### src/hdl/rgbpws_pkg.sv
// ----------------------------------------------------------------------------
// rgbpws_pkg
// Types, codes and defaults of the RGB LED pulse width serializer.
// ----------------------------------------------------------------------------
package rgbpws_pkg;

    // Defaults for the top level parameters
    localparam int BITS_PER_PIXEL_DEF = 24;
    localparam int COUNT_WIDTH_DEF    = 20;

    // Color fields
    localparam int COLOR_W = 8;
    localparam int RGB_W   = 3 * COLOR_W;

    // Command codes
    localparam logic [1:0] CMD_TICK  = 2'd0;
    localparam logic [1:0] CMD_PIXEL = 2'd1;
    localparam logic [1:0] CMD_RESET = 2'd2;

    // Register map (index = byte address / 4)
    localparam int CFG_NUM   = 6;
    localparam int CFG_IDX_W = $clog2(CFG_NUM);
    localparam int PADDR_W   = $clog2(4 * CFG_NUM);
    localparam int PDATA_W   = 32;

    localparam logic [CFG_IDX_W-1:0] REG_ONE_HIGH   = CFG_IDX_W'(0);
    localparam logic [CFG_IDX_W-1:0] REG_ONE_LOW    = CFG_IDX_W'(1);
    localparam logic [CFG_IDX_W-1:0] REG_ZERO_HIGH  = CFG_IDX_W'(2);
    localparam logic [CFG_IDX_W-1:0] REG_ZERO_LOW   = CFG_IDX_W'(3);
    localparam logic [CFG_IDX_W-1:0] REG_RESET_LOW  = CFG_IDX_W'(4);
    localparam logic [CFG_IDX_W-1:0] REG_RESET_HIGH = CFG_IDX_W'(5);

    // Register reset values
    localparam int ONE_HIGH_RST   = 48;
    localparam int ONE_LOW_RST    = 15;
    localparam int ZERO_HIGH_RST  = 15;
    localparam int ZERO_LOW_RST   = 48;
    localparam int RESET_LOW_RST  = 72000;
    localparam int RESET_HIGH_RST = 72000;

    // Line phases
    typedef enum logic [2:0] {
        PH_IDLE,
        PH_BIT_HIGH,
        PH_BIT_LOW,
        PH_RST_LOW,
        PH_RST_HIGH
    } t_phase;

    // Input transaction
    typedef struct packed {
        logic [1:0]         cmd;
        logic [COLOR_W-1:0] red;
        logic [COLOR_W-1:0] green;
        logic [COLOR_W-1:0] blue;
    } t_in;

    // Result transaction
    typedef struct packed {
        logic line_level;
        logic busy_res;
    } t_out;

endpackage

### src/hdl/rgb_led_pulse_width_serializer_core.sv
// ----------------------------------------------------------------------------
// rgb_led_pulse_width_serializer_core
// One-wire LED data line encoder: pixel, reset and tick commands in, line
// level and busy flag out, timing registers on an APB-style port.
// ----------------------------------------------------------------------------
//  channel   | signals                                    | direction
//  ----------+--------------------------------------------+----------
//  input     | i_in_valid / o_in_ready / i_in_data        | in
//  result    | o_out_valid / i_out_ready / o_out_data     | out
//  config    | psel penable pwrite paddr pwdata prdata    | in/out
//
//  One transaction is taken per clock; its result is registered and shows
//  on the result channel in the next cycle if no older result is queued.
//  A two-entry result queue decouples the sides: input stalls only when
//  both entries hold results not yet taken.
//  Reset (synchronous, active low) empties the queue, idles the sequencer
//  and loads the register defaults.
// ----------------------------------------------------------------------------
module rgb_led_pulse_width_serializer_core #(
    parameter int BITS_PER_PIXEL = rgbpws_pkg::BITS_PER_PIXEL_DEF,
    parameter int COUNT_WIDTH    = rgbpws_pkg::COUNT_WIDTH_DEF
) (
    input  logic                             i_clk,
    input  logic                             i_rst_n,
    // input channel
    input  logic                             i_in_valid,
    output logic                             o_in_ready,
    input  rgbpws_pkg::t_in                  i_in_data,
    // result channel
    output logic                             o_out_valid,
    input  logic                             i_out_ready,
    output rgbpws_pkg::t_out                 o_out_data,
    // configuration port
    input  logic                             psel,
    input  logic                             penable,
    input  logic                             pwrite,
    input  logic [rgbpws_pkg::PADDR_W-1:0]   paddr,
    input  logic [rgbpws_pkg::PDATA_W-1:0]   pwdata,
    output logic [rgbpws_pkg::PDATA_W-1:0]   prdata,
    output logic                             pready
);
    import rgbpws_pkg::*;

    logic [CFG_NUM-1:0][COUNT_WIDTH-1:0] r_cfg;
    logic [CFG_IDX_W-1:0]                w_idx;
    logic                                w_idx_ok;
    logic                                w_wr;

    t_out        r_q [2];
    logic        r_wr_ptr, n_wr_ptr;
    logic        r_rd_ptr, n_rd_ptr;
    logic [1:0]  r_fill, n_fill;
    logic        w_push, w_pop;
    t_out        w_result;

    // Register access
    assign w_idx    = paddr[PADDR_W-1:2];
    assign w_idx_ok = (int'(w_idx) < CFG_NUM);
    assign w_wr     = psel && penable && pwrite;
    assign pready   = 1'b1;
    assign prdata   = w_idx_ok ? PDATA_W'(r_cfg[w_idx]) : '0;

    always_ff @(posedge i_clk) begin
        if (!i_rst_n) begin
            r_cfg[REG_ONE_HIGH]   <= COUNT_WIDTH'(ONE_HIGH_RST);
            r_cfg[REG_ONE_LOW]    <= COUNT_WIDTH'(ONE_LOW_RST);
            r_cfg[REG_ZERO_HIGH]  <= COUNT_WIDTH'(ZERO_HIGH_RST);
            r_cfg[REG_ZERO_LOW]   <= COUNT_WIDTH'(ZERO_LOW_RST);
            r_cfg[REG_RESET_LOW]  <= COUNT_WIDTH'(RESET_LOW_RST);
            r_cfg[REG_RESET_HIGH] <= COUNT_WIDTH'(RESET_HIGH_RST);
        end else if (w_wr && w_idx_ok) begin
            r_cfg[w_idx] <= pwdata[COUNT_WIDTH-1:0];
        end
    end

    // Handshakes
    assign o_in_ready  = (r_fill != 2'd2);
    assign o_out_valid = (r_fill != 2'd0);
    assign w_push      = i_in_valid && o_in_ready;
    assign w_pop       = o_out_valid && i_out_ready;

    // Line sequencer
    rgbpws_engine #(
        .BITS_PER_PIXEL (BITS_PER_PIXEL),
        .COUNT_WIDTH    (COUNT_WIDTH)
    ) u_engine (
        .i_clk       (i_clk),
        .i_rst_n     (i_rst_n),
        .i_accept    (w_push),
        .i_data      (i_in_data),
        .i_cfg_ticks (r_cfg),
        .o_result    (w_result)
    );

    // Result queue pointers
    always_comb begin
        n_wr_ptr = r_wr_ptr ^ w_push;
        n_rd_ptr = r_rd_ptr ^ w_pop;
        n_fill   = r_fill + 2'(w_push) - 2'(w_pop);
    end

    always_ff @(posedge i_clk) begin
        if (!i_rst_n) begin
            r_wr_ptr <= 1'b0;
            r_rd_ptr <= 1'b0;
            r_fill   <= 2'd0;
        end else begin
            r_wr_ptr <= n_wr_ptr;
            r_rd_ptr <= n_rd_ptr;
            r_fill   <= n_fill;
        end
    end

    // Result queue storage
    always_ff @(posedge i_clk) begin
        if (w_push) begin
            r_q[r_wr_ptr] <= w_result;
        end
    end

    assign o_out_data = r_q[r_rd_ptr];

endmodule

### src/hdl/rgbpws_engine.sv
// ----------------------------------------------------------------------------
// rgbpws_engine
// Phase sequencer of the LED line: shift register, bit counter and tick
// counter, updated once per accepted transaction.
// ----------------------------------------------------------------------------
module rgbpws_engine #(
    parameter int BITS_PER_PIXEL = rgbpws_pkg::BITS_PER_PIXEL_DEF,
    parameter int COUNT_WIDTH    = rgbpws_pkg::COUNT_WIDTH_DEF
) (
    input  logic                                          i_clk,
    input  logic                                          i_rst_n,
    input  logic                                          i_accept,
    input  rgbpws_pkg::t_in                               i_data,
    input  logic [rgbpws_pkg::CFG_NUM-1:0][COUNT_WIDTH-1:0] i_cfg_ticks,
    output rgbpws_pkg::t_out                              o_result
);
    import rgbpws_pkg::*;

    localparam int BL_W   = $clog2(BITS_PER_PIXEL + 1);
    localparam int WORD_W = (BITS_PER_PIXEL > RGB_W) ? BITS_PER_PIXEL : RGB_W;

    t_phase                    r_phase, n_phase;
    logic [BITS_PER_PIXEL-1:0] r_shift, n_shift;
    logic [BL_W-1:0]           r_bits, n_bits;
    logic [COUNT_WIDTH-1:0]    r_count, n_count;
    logic                      r_line, n_line;

    logic [WORD_W-1:0]         w_word;
    logic [BITS_PER_PIXEL-1:0] w_load;
    logic [BITS_PER_PIXEL-1:0] w_shifted;
    logic [BL_W-1:0]           w_bits_dec;
    logic [COUNT_WIDTH-1:0]    w_count_dec;
    logic                      w_idle;

    // a zero register value acts as a single tick
    function automatic logic [COUNT_WIDTH-1:0] nz(input logic [COUNT_WIDTH-1:0] v);
        nz = (v == '0) ? COUNT_WIDTH'(1) : v;
    endfunction

    // Datapath helpers
    assign w_word      = WORD_W'({i_data.red, i_data.green, i_data.blue});
    assign w_load      = w_word[BITS_PER_PIXEL-1:0];
    assign w_shifted   = {r_shift[BITS_PER_PIXEL-2:0], 1'b0};
    assign w_bits_dec  = r_bits - BL_W'(1);
    assign w_count_dec = r_count - COUNT_WIDTH'(1);
    assign w_idle      = (r_phase == PH_IDLE);

    // Next state
    always_comb begin
        n_phase = r_phase;
        n_shift = r_shift;
        n_bits  = r_bits;
        n_count = r_count;
        n_line  = r_line;
        if (i_accept) begin
            if (i_data.cmd == CMD_TICK && !w_idle) begin
                n_count = w_count_dec;
                if (w_count_dec == '0) begin
                    case (r_phase)
                        PH_BIT_HIGH: begin
                            n_phase = PH_BIT_LOW;
                            n_line  = 1'b0;
                            n_count = nz(r_shift[BITS_PER_PIXEL-1]
                                         ? i_cfg_ticks[REG_ONE_LOW]
                                         : i_cfg_ticks[REG_ZERO_LOW]);
                        end
                        PH_BIT_LOW: begin
                            n_shift = w_shifted;
                            n_bits  = w_bits_dec;
                            if (w_bits_dec == '0) begin
                                n_phase = PH_IDLE;
                            end else begin
                                n_phase = PH_BIT_HIGH;
                                n_line  = 1'b1;
                                n_count = nz(w_shifted[BITS_PER_PIXEL-1]
                                             ? i_cfg_ticks[REG_ONE_HIGH]
                                             : i_cfg_ticks[REG_ZERO_HIGH]);
                            end
                        end
                        PH_RST_LOW: begin
                            n_phase = PH_RST_HIGH;
                            n_line  = 1'b1;
                            n_count = nz(i_cfg_ticks[REG_RESET_HIGH]);
                        end
                        default: begin
                            n_phase = PH_IDLE;
                        end
                    endcase
                end
            end else if (i_data.cmd == CMD_PIXEL && w_idle) begin
                n_shift = w_load;
                n_bits  = BL_W'(BITS_PER_PIXEL);
                n_phase = PH_BIT_HIGH;
                n_line  = 1'b1;
                n_count = nz(w_load[BITS_PER_PIXEL-1]
                             ? i_cfg_ticks[REG_ONE_HIGH]
                             : i_cfg_ticks[REG_ZERO_HIGH]);
            end else if (i_data.cmd == CMD_RESET && w_idle) begin
                n_phase = PH_RST_LOW;
                n_line  = 1'b0;
                n_count = nz(i_cfg_ticks[REG_RESET_LOW]);
            end
        end
    end

    // Result of the transaction being accepted
    always_comb begin
        o_result.line_level = n_line;
        o_result.busy_res   = (n_phase != PH_IDLE);
    end

    // State registers
    always_ff @(posedge i_clk) begin
        if (!i_rst_n) begin
            r_phase <= PH_IDLE;
            r_shift <= '0;
            r_bits  <= '0;
            r_count <= '0;
            r_line  <= 1'b0;
        end else begin
            r_phase <= n_phase;
            r_shift <= n_shift;
            r_bits  <= n_bits;
            r_count <= n_count;
            r_line  <= n_line;
        end
    end

endmodule

### config.mk
export PLATFORM = sky130hd
export DESIGN_NAME = rgb_led_pulse_width_serializer_core
export DESIGN_NICKNAME = d
export VERILOG_FILES = /design/src/hdl/rgbpws_pkg.sv /design/src/hdl/rgb_led_pulse_width_serializer_core.sv /design/src/hdl/rgbpws_engine.sv
export SDC_FILE = /design/constraint.sdc
export NUM_CORES = 1
export LEC_CHECK = 0
export BUFFER_PORTS_ARGS = -buffer_cell sky130_fd_sc_hd__clkbuf_2
export CAP_MARGIN = 0
export CORE_ASPECT_RATIO = 0.7
export CORE_MARGIN = 10
export CORE_UTILIZATION = 35
export CTS_CLUSTER_DIAMETER = 150
export CTS_CLUSTER_SIZE = 40
export DETAILED_ROUTE_END_ITERATION = 7
export MAX_ROUTING_LAYER = met4
export PLACE_DENSITY = 0.51
export SKIP_LAST_GASP = 1
export SLEW_MARGIN = 20
export SYNTH_ARGS = -nofsm -noshare
export SYNTH_HDL_FRONTEND = slang
export SYNTH_HIERARCHICAL = 1
export SYNTH_SLANG_ARGS = --single-unit
### constraint.sdc
create_clock -name i_clk -period 3.6 [get_ports i_clk]
set_input_delay 0.54 -clock i_clk [delete_from_list [all_inputs] [get_ports i_clk]]
set_output_delay 0.54 -clock i_clk [all_outputs]
set_load 0.005 [all_outputs]
==> impl_metrics.ini, run 1 <==
[synth]
yosys_warnings = 6
async_reset_ff_frac = 0
synthCells = 1222
synth_cell_type_count = 87
seq_area_frac_synth = 0.346
syn_area_per_cell_um2 = 8.71
synth_enable_flop_cells = 4
syn_area_mm2 = 0.0106
ys.flop_type = dfxtp_1
ys_ff_latch = 182

[worst_setup_path]
reg2reg_to = u_engine/r_line
path_delay_family = simple AND/OR/NAND/NOR gates
r2r-start = u_engine/r_count[1]
crit_start = u_engine/r_count[1]
worst-r2r-cell-count = 11
crit_fanout = 10
slowest_delay_ns = 0.54
cp.arrival_ns = 3.64
regToRegSetupSlack_ns = 0.35
critPathBufInv = 2
path_cells = inv_1 > ha_1 > nor3b_2 > a21boi_2 > a2111oi_4 > o211ai_4 > or4_1 > buf_4 > a21oi_1 > o211a_1 > and2_1
start_kind = register
worstSetupPathType = reg2reg
required_ns = 3.99
slowest_stage = or4_1
worstSetupEndpointType = register

[die]
initial_core_util = 0.355
die_width_um = 228
io_pins = 107
die_y_um = 166
dieArea_mm2 = 0.0379
core_mm2 = 0.0300
rows = 53

[sta]
fin_worst_skew_ns = 0.0145
min_period_ns = 3.25
finalSetupTns_ns = 0
tightestPinTransition_ns = 0.971
clock.fmax_ghz = 0.307
setup-violations-final = 0
hold_slack_ns = 0.327
slew_headroom = 0.347
slew_viol_final = 0
hold_viol = 0
grt_setup_unrepaired = false
post-route-period-util = 0.904

[detailed_routing]
vias = 9860
routed_wl_um = 38900
firstDrtPassIters = 6
detail-route-antenna-nets = 0
vias_per_cell = 5.83
first_iter_violations = 1116
drc_errors = 0
wl_per_cell_um = 23.0

[pwr]
peakVddDrop_v = 0.000246
p_leak_nw = 4.70
powerDensity_mw_per_mm2 = 432
power.total_mw = 5.19

[worst_hold_path]
min_from = i_in_data[3]
hold_path_class = in2reg
worstHoldPathCells = 3
min_delay_worst_endpoint = u_engine/r_shift[3]

[run]
cap_violations = 0

[final_layout]
diodes = 0
nets = 1345
fillers = 3072
layout-drive-gt1-share = 0.177
area_growth_syn_to_layout_pct = 13.0

[global_route]
grt_usage = 0.206
grt_pass1_vias = 9317
grt_pass1_wl_um = 59100
grt_max_degree = 165
overflow = 0
antenna_found_initial = 0

[clock_tree]
cts_buffers = 17
ctsHoldBuffers = 0
ctsRootBufferMaster = clkbuf_16
cts_setup_buffers = 0
clk_pin_slew_worst_paths_ns = 0.07
cts_max_path_buffers = 2
cts_resized = 0
cts.sinks = 182
clock_latency_ns = 0.46
h-tree-depth = 4
cts_tree = built

[placement]
io_buffers = 79
gp_congestion = 0.937
dp_hpwl_um = 27900

[status]
status = finished clean
==> placed cells by master (no fill, tap or decap), types with 5 or more instances in the layout <==
| cell | Yosys | final |
|---|---|---|
| clkbuf_16 | 0 | 17 |
| a22oi_1 | 23 | 23 |
| o21ai_0 | 60 | 60 |
| nor3_1 | 18 | 16 |
| or4_1 | 5 | 5 |
| mux2i_1 | 157 | 157 |
| nand2b_1 | 8 | 8 |
| nor2b_1 | 19 | 19 |
| and2_1 | 8 | 8 |
| conb_1 | 2 | 13 |
| o221ai_1 | 15 | 15 |
| nor4_2 | 5 | 5 |
| a222oi_1 | 6 | 6 |
| nand3_1 | 15 | 15 |
| mux2_2 | 47 | 47 |
| xnor2_1 | 8 | 8 |
| o211ai_1 | 12 | 12 |
| and3_1 | 7 | 7 |
| clkbuf_2 | 1 | 78 |
| a221oi_1 | 15 | 15 |
| nor2_1 | 62 | 62 |
| a21oi_1 | 24 | 24 |
| inv_1 | 21 | 21 |
| o311ai_0 | 8 | 8 |
| dfxtp_1 | 178 | 178 |
| o211a_1 | 7 | 7 |
| o22ai_1 | 10 | 10 |
| buf_4 | 15 | 44 |
| o22a_1 | 5 | 5 |
| a311oi_1 | 25 | 25 |
| nand2_1 | 207 | 207 |
| nand4_1 | 10 | 10 |
| ha_1 | 7 | 7 |
| nor4_1 | 26 | 26 |
==> power by group <==
part	leakage (nW)	internal (mW)	total [mW]	switching, mW
Clock	0.290	1.12	1.96	0.836
Sequential	1.48	2.11	2.21	0.105
Combinational	2.93	0.405	1.03	0.621
Total	4.70	3.63	5.19	1.56
==> cells in the mapped netlist, types with 4 or more instances <==
| library cell | count | area (um2) |
|---|---|---|
| nor2b_1 | 19 | 119 |
| edfxtp_1 | 4 | 120 |
| buf_4 | 15 | 113 |
| nand2b_1 | 8 | 50.1 |
| o211ai_1 | 12 | 90.1 |
| and3_1 | 7 | 43.8 |
| dfxtp_1 | 178 | 3560 |
| a221oi_1 | 15 | 131 |
| nor2_1 | 62 | 233 |
| nor4_1 | 26 | 163 |
| a311oi_1 | 25 | 219 |
| nand4b_1 | 4 | 35.0 |
| o221ai_1 | 15 | 131 |
| or3_1 | 4 | 25.0 |
| xnor2_1 | 8 | 70.1 |
| o21ai_0 | 60 | 300 |
| o41ai_1 | 4 | 35.0 |
| a22oi_1 | 23 | 173 |
| nor3_1 | 18 | 90.1 |
| buf_6 | 4 | 45.0 |
| or4_1 | 5 | 37.5 |
| o22ai_1 | 10 | 62.6 |
| clkbuf_1 | 59 | 221 |
| or2_1 | 4 | 25.0 |
| o211a_1 | 7 | 70.1 |
| mux2i_1 | 157 | 1570 |
| nand3b_1 | 4 | 30.0 |
| a21oi_1 | 24 | 120 |
| buf_2 | 20 | 100 |
| o311ai_0 | 8 | 70.1 |
| o22a_1 | 5 | 43.8 |
| mux2_2 | 47 | 529 |
| nand2_1 | 207 | 777 |
| ha_1 | 7 | 87.6 |
| nand3_1 | 15 | 75.1 |
| nand4_1 | 10 | 62.6 |
| buf_1 | 8 | 30.0 |
| a222oi_1 | 6 | 60.1 |
| and2_1 | 8 | 50.1 |
| nor4_2 | 5 | 62.6 |
| inv_1 | 21 | 78.8 |
==> final cells by class <==
class	count	area, um2	area share
repair buffers	125	781	0.0649
clock buffers	22	464	0.0386
multi-input cells	921	6370	0.530
well taps	412	515	0.0429
inverters	21	78.8	0.00656
clock inverters	9	126	0.0105
flip-flops and latches	182	3680	0.306
==> layer usage <==
layer  part of all wire  vias up  GRT usage
met5                  0        -          -
met4              0.013        0     0.0448
met3              0.093       32     0.0551
met2               0.40      426      0.273
met1               0.49     4823      0.300
li1                   -     4579          -
==> stage by stage <==
step	util	instances	setup slack, ns	instance area (um2)
floorplan	-	1233	0.523	10700
global placement	0.381	1661	0.448	11400
detailed placement	0.381	1661	0.424	11400
CTS	0.401	1692	0.383	12000
global route	0.401	1692	0.0907	12000
finish	0.401	1692	0.346	12000
==> state kept, by name, summed over array words and instances (netlist names), named ones only <==
name              count
r_cfg               120
u_engine/r_shift     24
u_engine/r_count     20
u_engine/r_bits       5
r_q                   4
u_engine/r_phase      3
r_fill                2
r_rd_ptr              1
r_wr_ptr              1
u_engine/r_line       1
==> worst min-delay path, delay by kind of cell <==
kind,cells,cell delay [ns]
AO/OA/AOI/OAI,1,0.07
buffers and inverters,1,0.08
AND/OR/NAND/NOR,1,0.04
==> cells by family after synthesis <==
family | count (synthesis) | share of synthesized area
AO/OA/AOI/OAI | 257 | 0.179
other | 2 | 0.000706
buffers and inverters | 130 | 0.0595
multiplexers | 205 | 0.200
AND/OR/NAND/NOR | 427 | 0.196
XOR/XNOR | 12 | 0.0106
flip-flops | 182 | 0.346
adder cells (fa/ha/maj) | 7 | 0.00823
==> how the worst max path moves through the flow <==
stage,endpoint,slack (ns),depth (start not counted)
floorplan,r_q[0][0],0.52,11
global route,r_q[1][0],0.09,12
CTS,r_q[1][0],0.38,12
finish,u_engine/r_line,0.35,11
detailed placement,r_q[0][0],0.42,12
global placement,r_q[1][0],0.45,12
Power figures use the tool's default switching activity.
==> inputs of run 2 (changes only) <==
Settings changed: CORE_UTILIZATION 35 to 41, PLACE_DENSITY 0.51 to 0.58.
==> run 2 against run 1 <==
  * Clock skew down 0.0031 ns
  * Critical endpoint is now u_engine/r_count[7]
  * Worst hold slack gained 0.0022 ns
  * Via count is 0.26% higher
  * Largest power group unchanged
  * Clock-buffer cell count is 4 lower
  * Critical path depth unchanged
  * Register-to-register slack better by 0.06 ns
  * Critical path type unchanged
  * Die area fell by 13%
  * Wire length is 3.0% lower
  * Final cell count down 5.0%
  * Clock power fell by 4%
  * First-iteration DRC count grew 12%
==> impl_metrics.ini, run 2 (synthesis gave the netlist of run 1 again) <==
[final_layout]
reg_top3 = r_cfg: 120 flops, u_engine/r_shift: 24 flops, u_engine/r_count: 20 flops
layout-drive-gt1-share = 0.176
area_growth_syn_to_layout_pct = 11.7
final_common_cell = nand2_1
nets = 1340
final_cell_mix = nand2_1 (207), dfxtp_1 (178), mux2i_1 (157), clkbuf_2 (78), nor2_1 (62)
largest_reg_flops = 120
top_register = r_cfg
final_util = 0.464

[clock_tree]
clk_pin_slew_worst_paths_ns = 0.08
cts_max_path_buffers = 2
cts.sinks = 182
cts_buffers = 17
ctsRootBufferMaster = clkbuf_16
cts_tree = built
cts_setup_buffers = 0
clock_latency_ns = 0.45
h-tree-depth = 4

[sta]
slew_viol_final = 0
hold_slack_ns = 0.329
tightestPinTransition_ns = 0.967
setup-violations-final = 0
slew_headroom = 0.349
finalSetupTns_ns = 0
min_period_ns = 3.19
hold_viol = 0
post-route-period-util = 0.887
setup_ws_ns = 0.406
clock.fmax_ghz = 0.313
grt_setup_unrepaired = false
fin_worst_skew_ns = 0.0114

[die]
io_pins = 107
rows = 49
die_y_um = 155
initial_core_util = 0.415
core_mm2 = 0.0256
dieArea_mm2 = 0.0329
die_width_um = 213

[detailed_routing]
routed_wl_um = 37700
vias = 9886
vias_per_cell = 6.15
detail-route-antenna-nets = 0
wl_per_cell_um = 23.5
drc_errors = 0
firstDrtPassIters = 6
first_iter_violations = 1255

[global_route]
overflow = 0
grt_pass1_vias = 9101
antenna_found_initial = 0
grt_pass1_wl_um = 57200
grt_usage = 0.231
grt_max_degree = 165

[worst_setup_path]
required_ns = 3.99
slowest_delay_ns = 0.69
cp.arrival_ns = 3.58
worstSetupEndpointType = register
slowest_stage = or4_1
r2r-start = u_engine/r_count[1]
path_cells = inv_1 > ha_1 > nor3b_4 > a21boi_2 > a2111oi_4 > o211ai_4 > or4_1 > buf_4 > o221ai_1 > nand2_1 > a21oi_1
crit_start = u_engine/r_count[1]
worstSetupPathType = reg2reg
start_kind = register
crit_fanout = 8

[placement]
dp_hpwl_um = 27300
io_buffers = 79
dp_slack_ns = 0.305
gp_congestion = 0.949

[worst_hold_path]
hold_path_class = in2reg
min_from = i_in_data[2]

[status]
status = finished clean

[pwr]
peakVddDrop_v = 0.000354
p_leak_nw = 4.67
powerDensity_mw_per_mm2 = 430
power.total_mw = 5.11

[run]
cap_violations = 0
[run 2: cell count changes in the layout (fill, tap and decap cells not counted)]
cell,previous run,this run
inv_6,0,5
nor3b_2,1,0
clkinvlp_4,1,3
diode_2,0,1
clkinv_4,1,2
buf_4,44,38
nor3b_4,0,1
buf_12,3,4
clkbuf_8,2,0
bufinv_16,3,1
clkinv_2,4,1
inv_8,0,2
clkbuf_1,3,1
[run 2: what timing repair did]
item	4_1_cts	5_1_grt
resized for setup	0	1
endpoints found under the setup margin	0	1
hold buffers	0	0
[run 2: routing by layer]
metal,track usage,part of all wire
met3,0.0761,0.12
met1,0.330,0.47
met4,0.0597,0.017
met2,0.302,0.40
met5,-,0
[run 2: final cells by class]
class | instances | area [um2]
multi-input cells | 921 | 6380
clock inverters | 14 | 141
repair buffers | 120 | 756
diodes | 1 | 2.50
well taps | 331 | 414
clock buffers | 18 | 429
fillers | 2520 | 13700
flip-flops and latches | 182 | 3680
inverters | 21 | 78.8
[run 2: where the power goes]
| group | switching, mW | internal [mW] |
|---|---|---|
| Combinational | 0.625 | 0.405 |
| Clock | 0.902 | 0.974 |
| Sequential | 0.103 | 2.10 |
| Total | 1.63 | 3.48 |
[run 2: final timing paths]
kind / slack (ns) / to / depth (start not counted)
hold / removal: 0.33 / u_engine/r_shift[2] / 3
setup reg to reg: 0.41 / u_engine/r_count[7] / 11
hold reg to reg: 0.46 / u_engine/r_shift[22] / 2
setup / recovery: 0.41 / u_engine/r_count[7] / 11
[run 2: stage by stage]
step | std cells | cell area [um2]
floorplan | 1233 | 10700
finish | 1608 | 11900
CTS | 1607 | 11900
detailed placement | 1575 | 11300
global route | 1607 | 11900
global placement | 1575 | 11300
[run 2: critical path: cells and delay by family (launching register included)]
kind / cells / cell delay [ns]
simple gates: 3 / 1.20
compound gates: 5 / 1.04
flops: 1 / 0.38
buf+inv: 2 / 0.33
fa+ha+maj: 1 / 0.17
==> inputs of run 3 (changes only) <==
Settings changed: ABC_AREA from default to 1, CORE_ASPECT_RATIO 0.7 to default.
Clock period 3.6 ns to 3.55 ns, I/O delays scaled along.
==> run 3 against run 2 <==
  * Register-to-register slack gained 0.23 ns
  * Sequential share of layout area shrank 2.7 points
  * Global-route usage grew 0.20 points
  * First-iteration DRC count grew 8.3%
  * Combinational power up 100%
  * Clock power up 9%
  * Flip-flop and latch count stayed put
  * Clock skew decreased by 0.0042 ns
==> impl_metrics.ini, run 3 <==
[status]
status = finished clean

[sta]
clock.fmax_ghz = 0.343
hold_slack_ns = 0.330
fin_worst_skew_ns = 0.00724
slew_viol_final = 0
finalSetupTns_ns = 0
setup-violations-final = 0
hold_viol = 0
slew_headroom = 0.239
min_period_ns = 2.91
tightestPinTransition_ns = 1.14
post-route-period-util = 0.821
grt_setup_unrepaired = false

[synth]
synth.most_common_cell = nand2_1
seq_area_frac_synth = 0.309
ys.flop_type = dfxtp_1
synth_area_leaders = dfxtp_1 (30%), nand2_1 (25%), nor2_1 (10%)
yosysTopAreaCell = dfxtp_1
yosys_warnings = 6
syn_area_per_cell_um2 = 5.85
synth_top_area_frac = 0.299
synthCells = 2038
syn_area_mm2 = 0.0119
ys_ff_latch = 182
synth_cell_type_count = 45
synth_enable_flop_cells = 4
synth_commonest_cells = nand2_1 (794), nor2_1 (317), dfxtp_1 (178), nand3_1 (152), inv_1 (130)
async_reset_ff_frac = 0

[final_layout]
diodes = 0
largest_reg_flops = 120
nets = 2130
final_common_cell = nand2_1
top_register = r_cfg
area_growth_syn_to_layout_pct = 9.20
reg_top3 = r_cfg: 120 flops, u_engine/r_shift: 24 flops, u_engine/r_count: 20 flops
layout-drive-gt1-share = 0.0925
fillers = 3159
final_cell_mix = nand2_1 (794), nor2_1 (316), dfxtp_1 (177), nand3_1 (152), inv_1 (130)

[global_route]
grt_usage = 0.233
grt_max_degree = 79
antenna_found_initial = 0
grt_pass1_vias = 11200
grt_pass1_wl_um = 65400
overflow = 0

[detailed_routing]
routed_wl_um = 42100
vias = 12700
vias_per_cell = 5.20
firstDrtPassIters = 6
drc_errors = 0
detail-route-antenna-nets = 0
first_iter_violations = 1359
wl_per_cell_um = 17.2

[placement]
dp_hpwl_um = 30400
gp_congestion = 0.934
io_buffers = 79

[die]
core_mm2 = 0.0287
rows = 62
dieArea_mm2 = 0.0363
initial_core_util = 0.415
io_pins = 107
die_y_um = 190
die_width_um = 190

[clock_tree]
h-tree-depth = 4
clk_pin_slew_worst_paths_ns = 0.07
cts.sinks = 182
clock_latency_ns = 0.45
ctsHoldBuffers = 0
cts_setup_buffers = 0
cts_buffers = 17
cts_resized = 0
ctsRootBufferMaster = clkbuf_16
cts_max_path_buffers = 2
cts_tree = built

[pwr]
peakVddDrop_v = 0.000208
power.total_mw = 6.44
p_leak_nw = 6.02
powerDensity_mw_per_mm2 = 495

[worst_setup_path]
crit_fanout = 9
path_common_cell = nand3_1
worstSetupPathType = reg2reg
slowest_delay_ns = 0.34
cp.arrival_ns = 3.05
required_ns = 3.68
start_kind = register
slowest_stage = dfxtp_1
worstSetupEndpointType = register
path_cells = inv_2 > ha_1 > nand3_2 > nor2_2 > nand4_1 > nand2_1 > nand3_1 > nor2_4 > nand3_4 > nor2_1 > o21a_1 > nand3_1
path_delay_family = simple AND/OR/NAND/NOR gates
critPathBufInv = 1

[worst_hold_path]
hold_path_class = in2reg

[run]
cap_violations = 0
## run 3: layout make-up
class,instances,area [um2],area share
clock inverter,11,174,0.0134
timing repair buffer,111,663,0.0510
inverter,142,537,0.0413
clock buffer,19,433,0.0333
multi-input combinational,1599,7040,0.541
tap,384,480,0.0369
sequential,182,3680,0.283
## run 3: cells by family after synthesis
family,Yosys count,synth area share
xor gates and xnor gates,6,0.00441
other,2,0.000630
DFF,182,0.309
buffers and inverters,268,0.105
adders and majority gates,7,0.00735
AOI/OAI and AO/OA,237,0.111
muxes,6,0.00525
and+or+nand+nor,1330,0.458
## run 3: stage by stage
step / util / setup slack [ns] / cell area [um2] / std cells
after floorplan: - / 1.33 / 12000 / 2049
after global placement: 0.432 / 0.567 / 12400 / 2418
after detailed placement: 0.432 / 0.541 / 12400 / 2418
after CTS: 0.453 / 0.645 / 13000 / 2448
after global routing: 0.453 / 0.362 / 13000 / 2448
final: 0.453 / 0.636 / 13000 / 2448
## run 3: report_power, final
part | internal [mW] | total [mW] | switching (mW)
clock | 1.18 | 2.05 | 0.868
combinational | 0.642 | 2.09 | 1.44
sequential | 2.18 | 2.31 | 0.132
## run 3: tightest hold or removal path, delay by kind of cell
family                 cells  cell delay [ns]
buffers and inverters      1             0.10
and+or+nand+nor            2             0.11
## run 3: routing by layer
layer / vias up / GRT usage / routed length (um)
met5: - / - / 0
met4: 0 / 0.0612 / 729
met3: 32 / 0.0267 / 2850
met2: 469 / 0.343 / 18500
met1: 5805 / 0.331 / 20000
li1: 6418 / - / -
## run 3: worst paths after layout
kind,slack (ns),depth (start not counted),endpoint,from
hold / removal,0.33,3,r_cfg[22],pwdata[2]
setup / recovery,0.64,12,r_q[0][0],u_engine/r_count[0]
hold reg to reg,0.46,2,u_engine/r_shift[18],u_engine/r_shift[18]
setup reg to reg,0.64,12,r_q[0][0],u_engine/r_count[0]
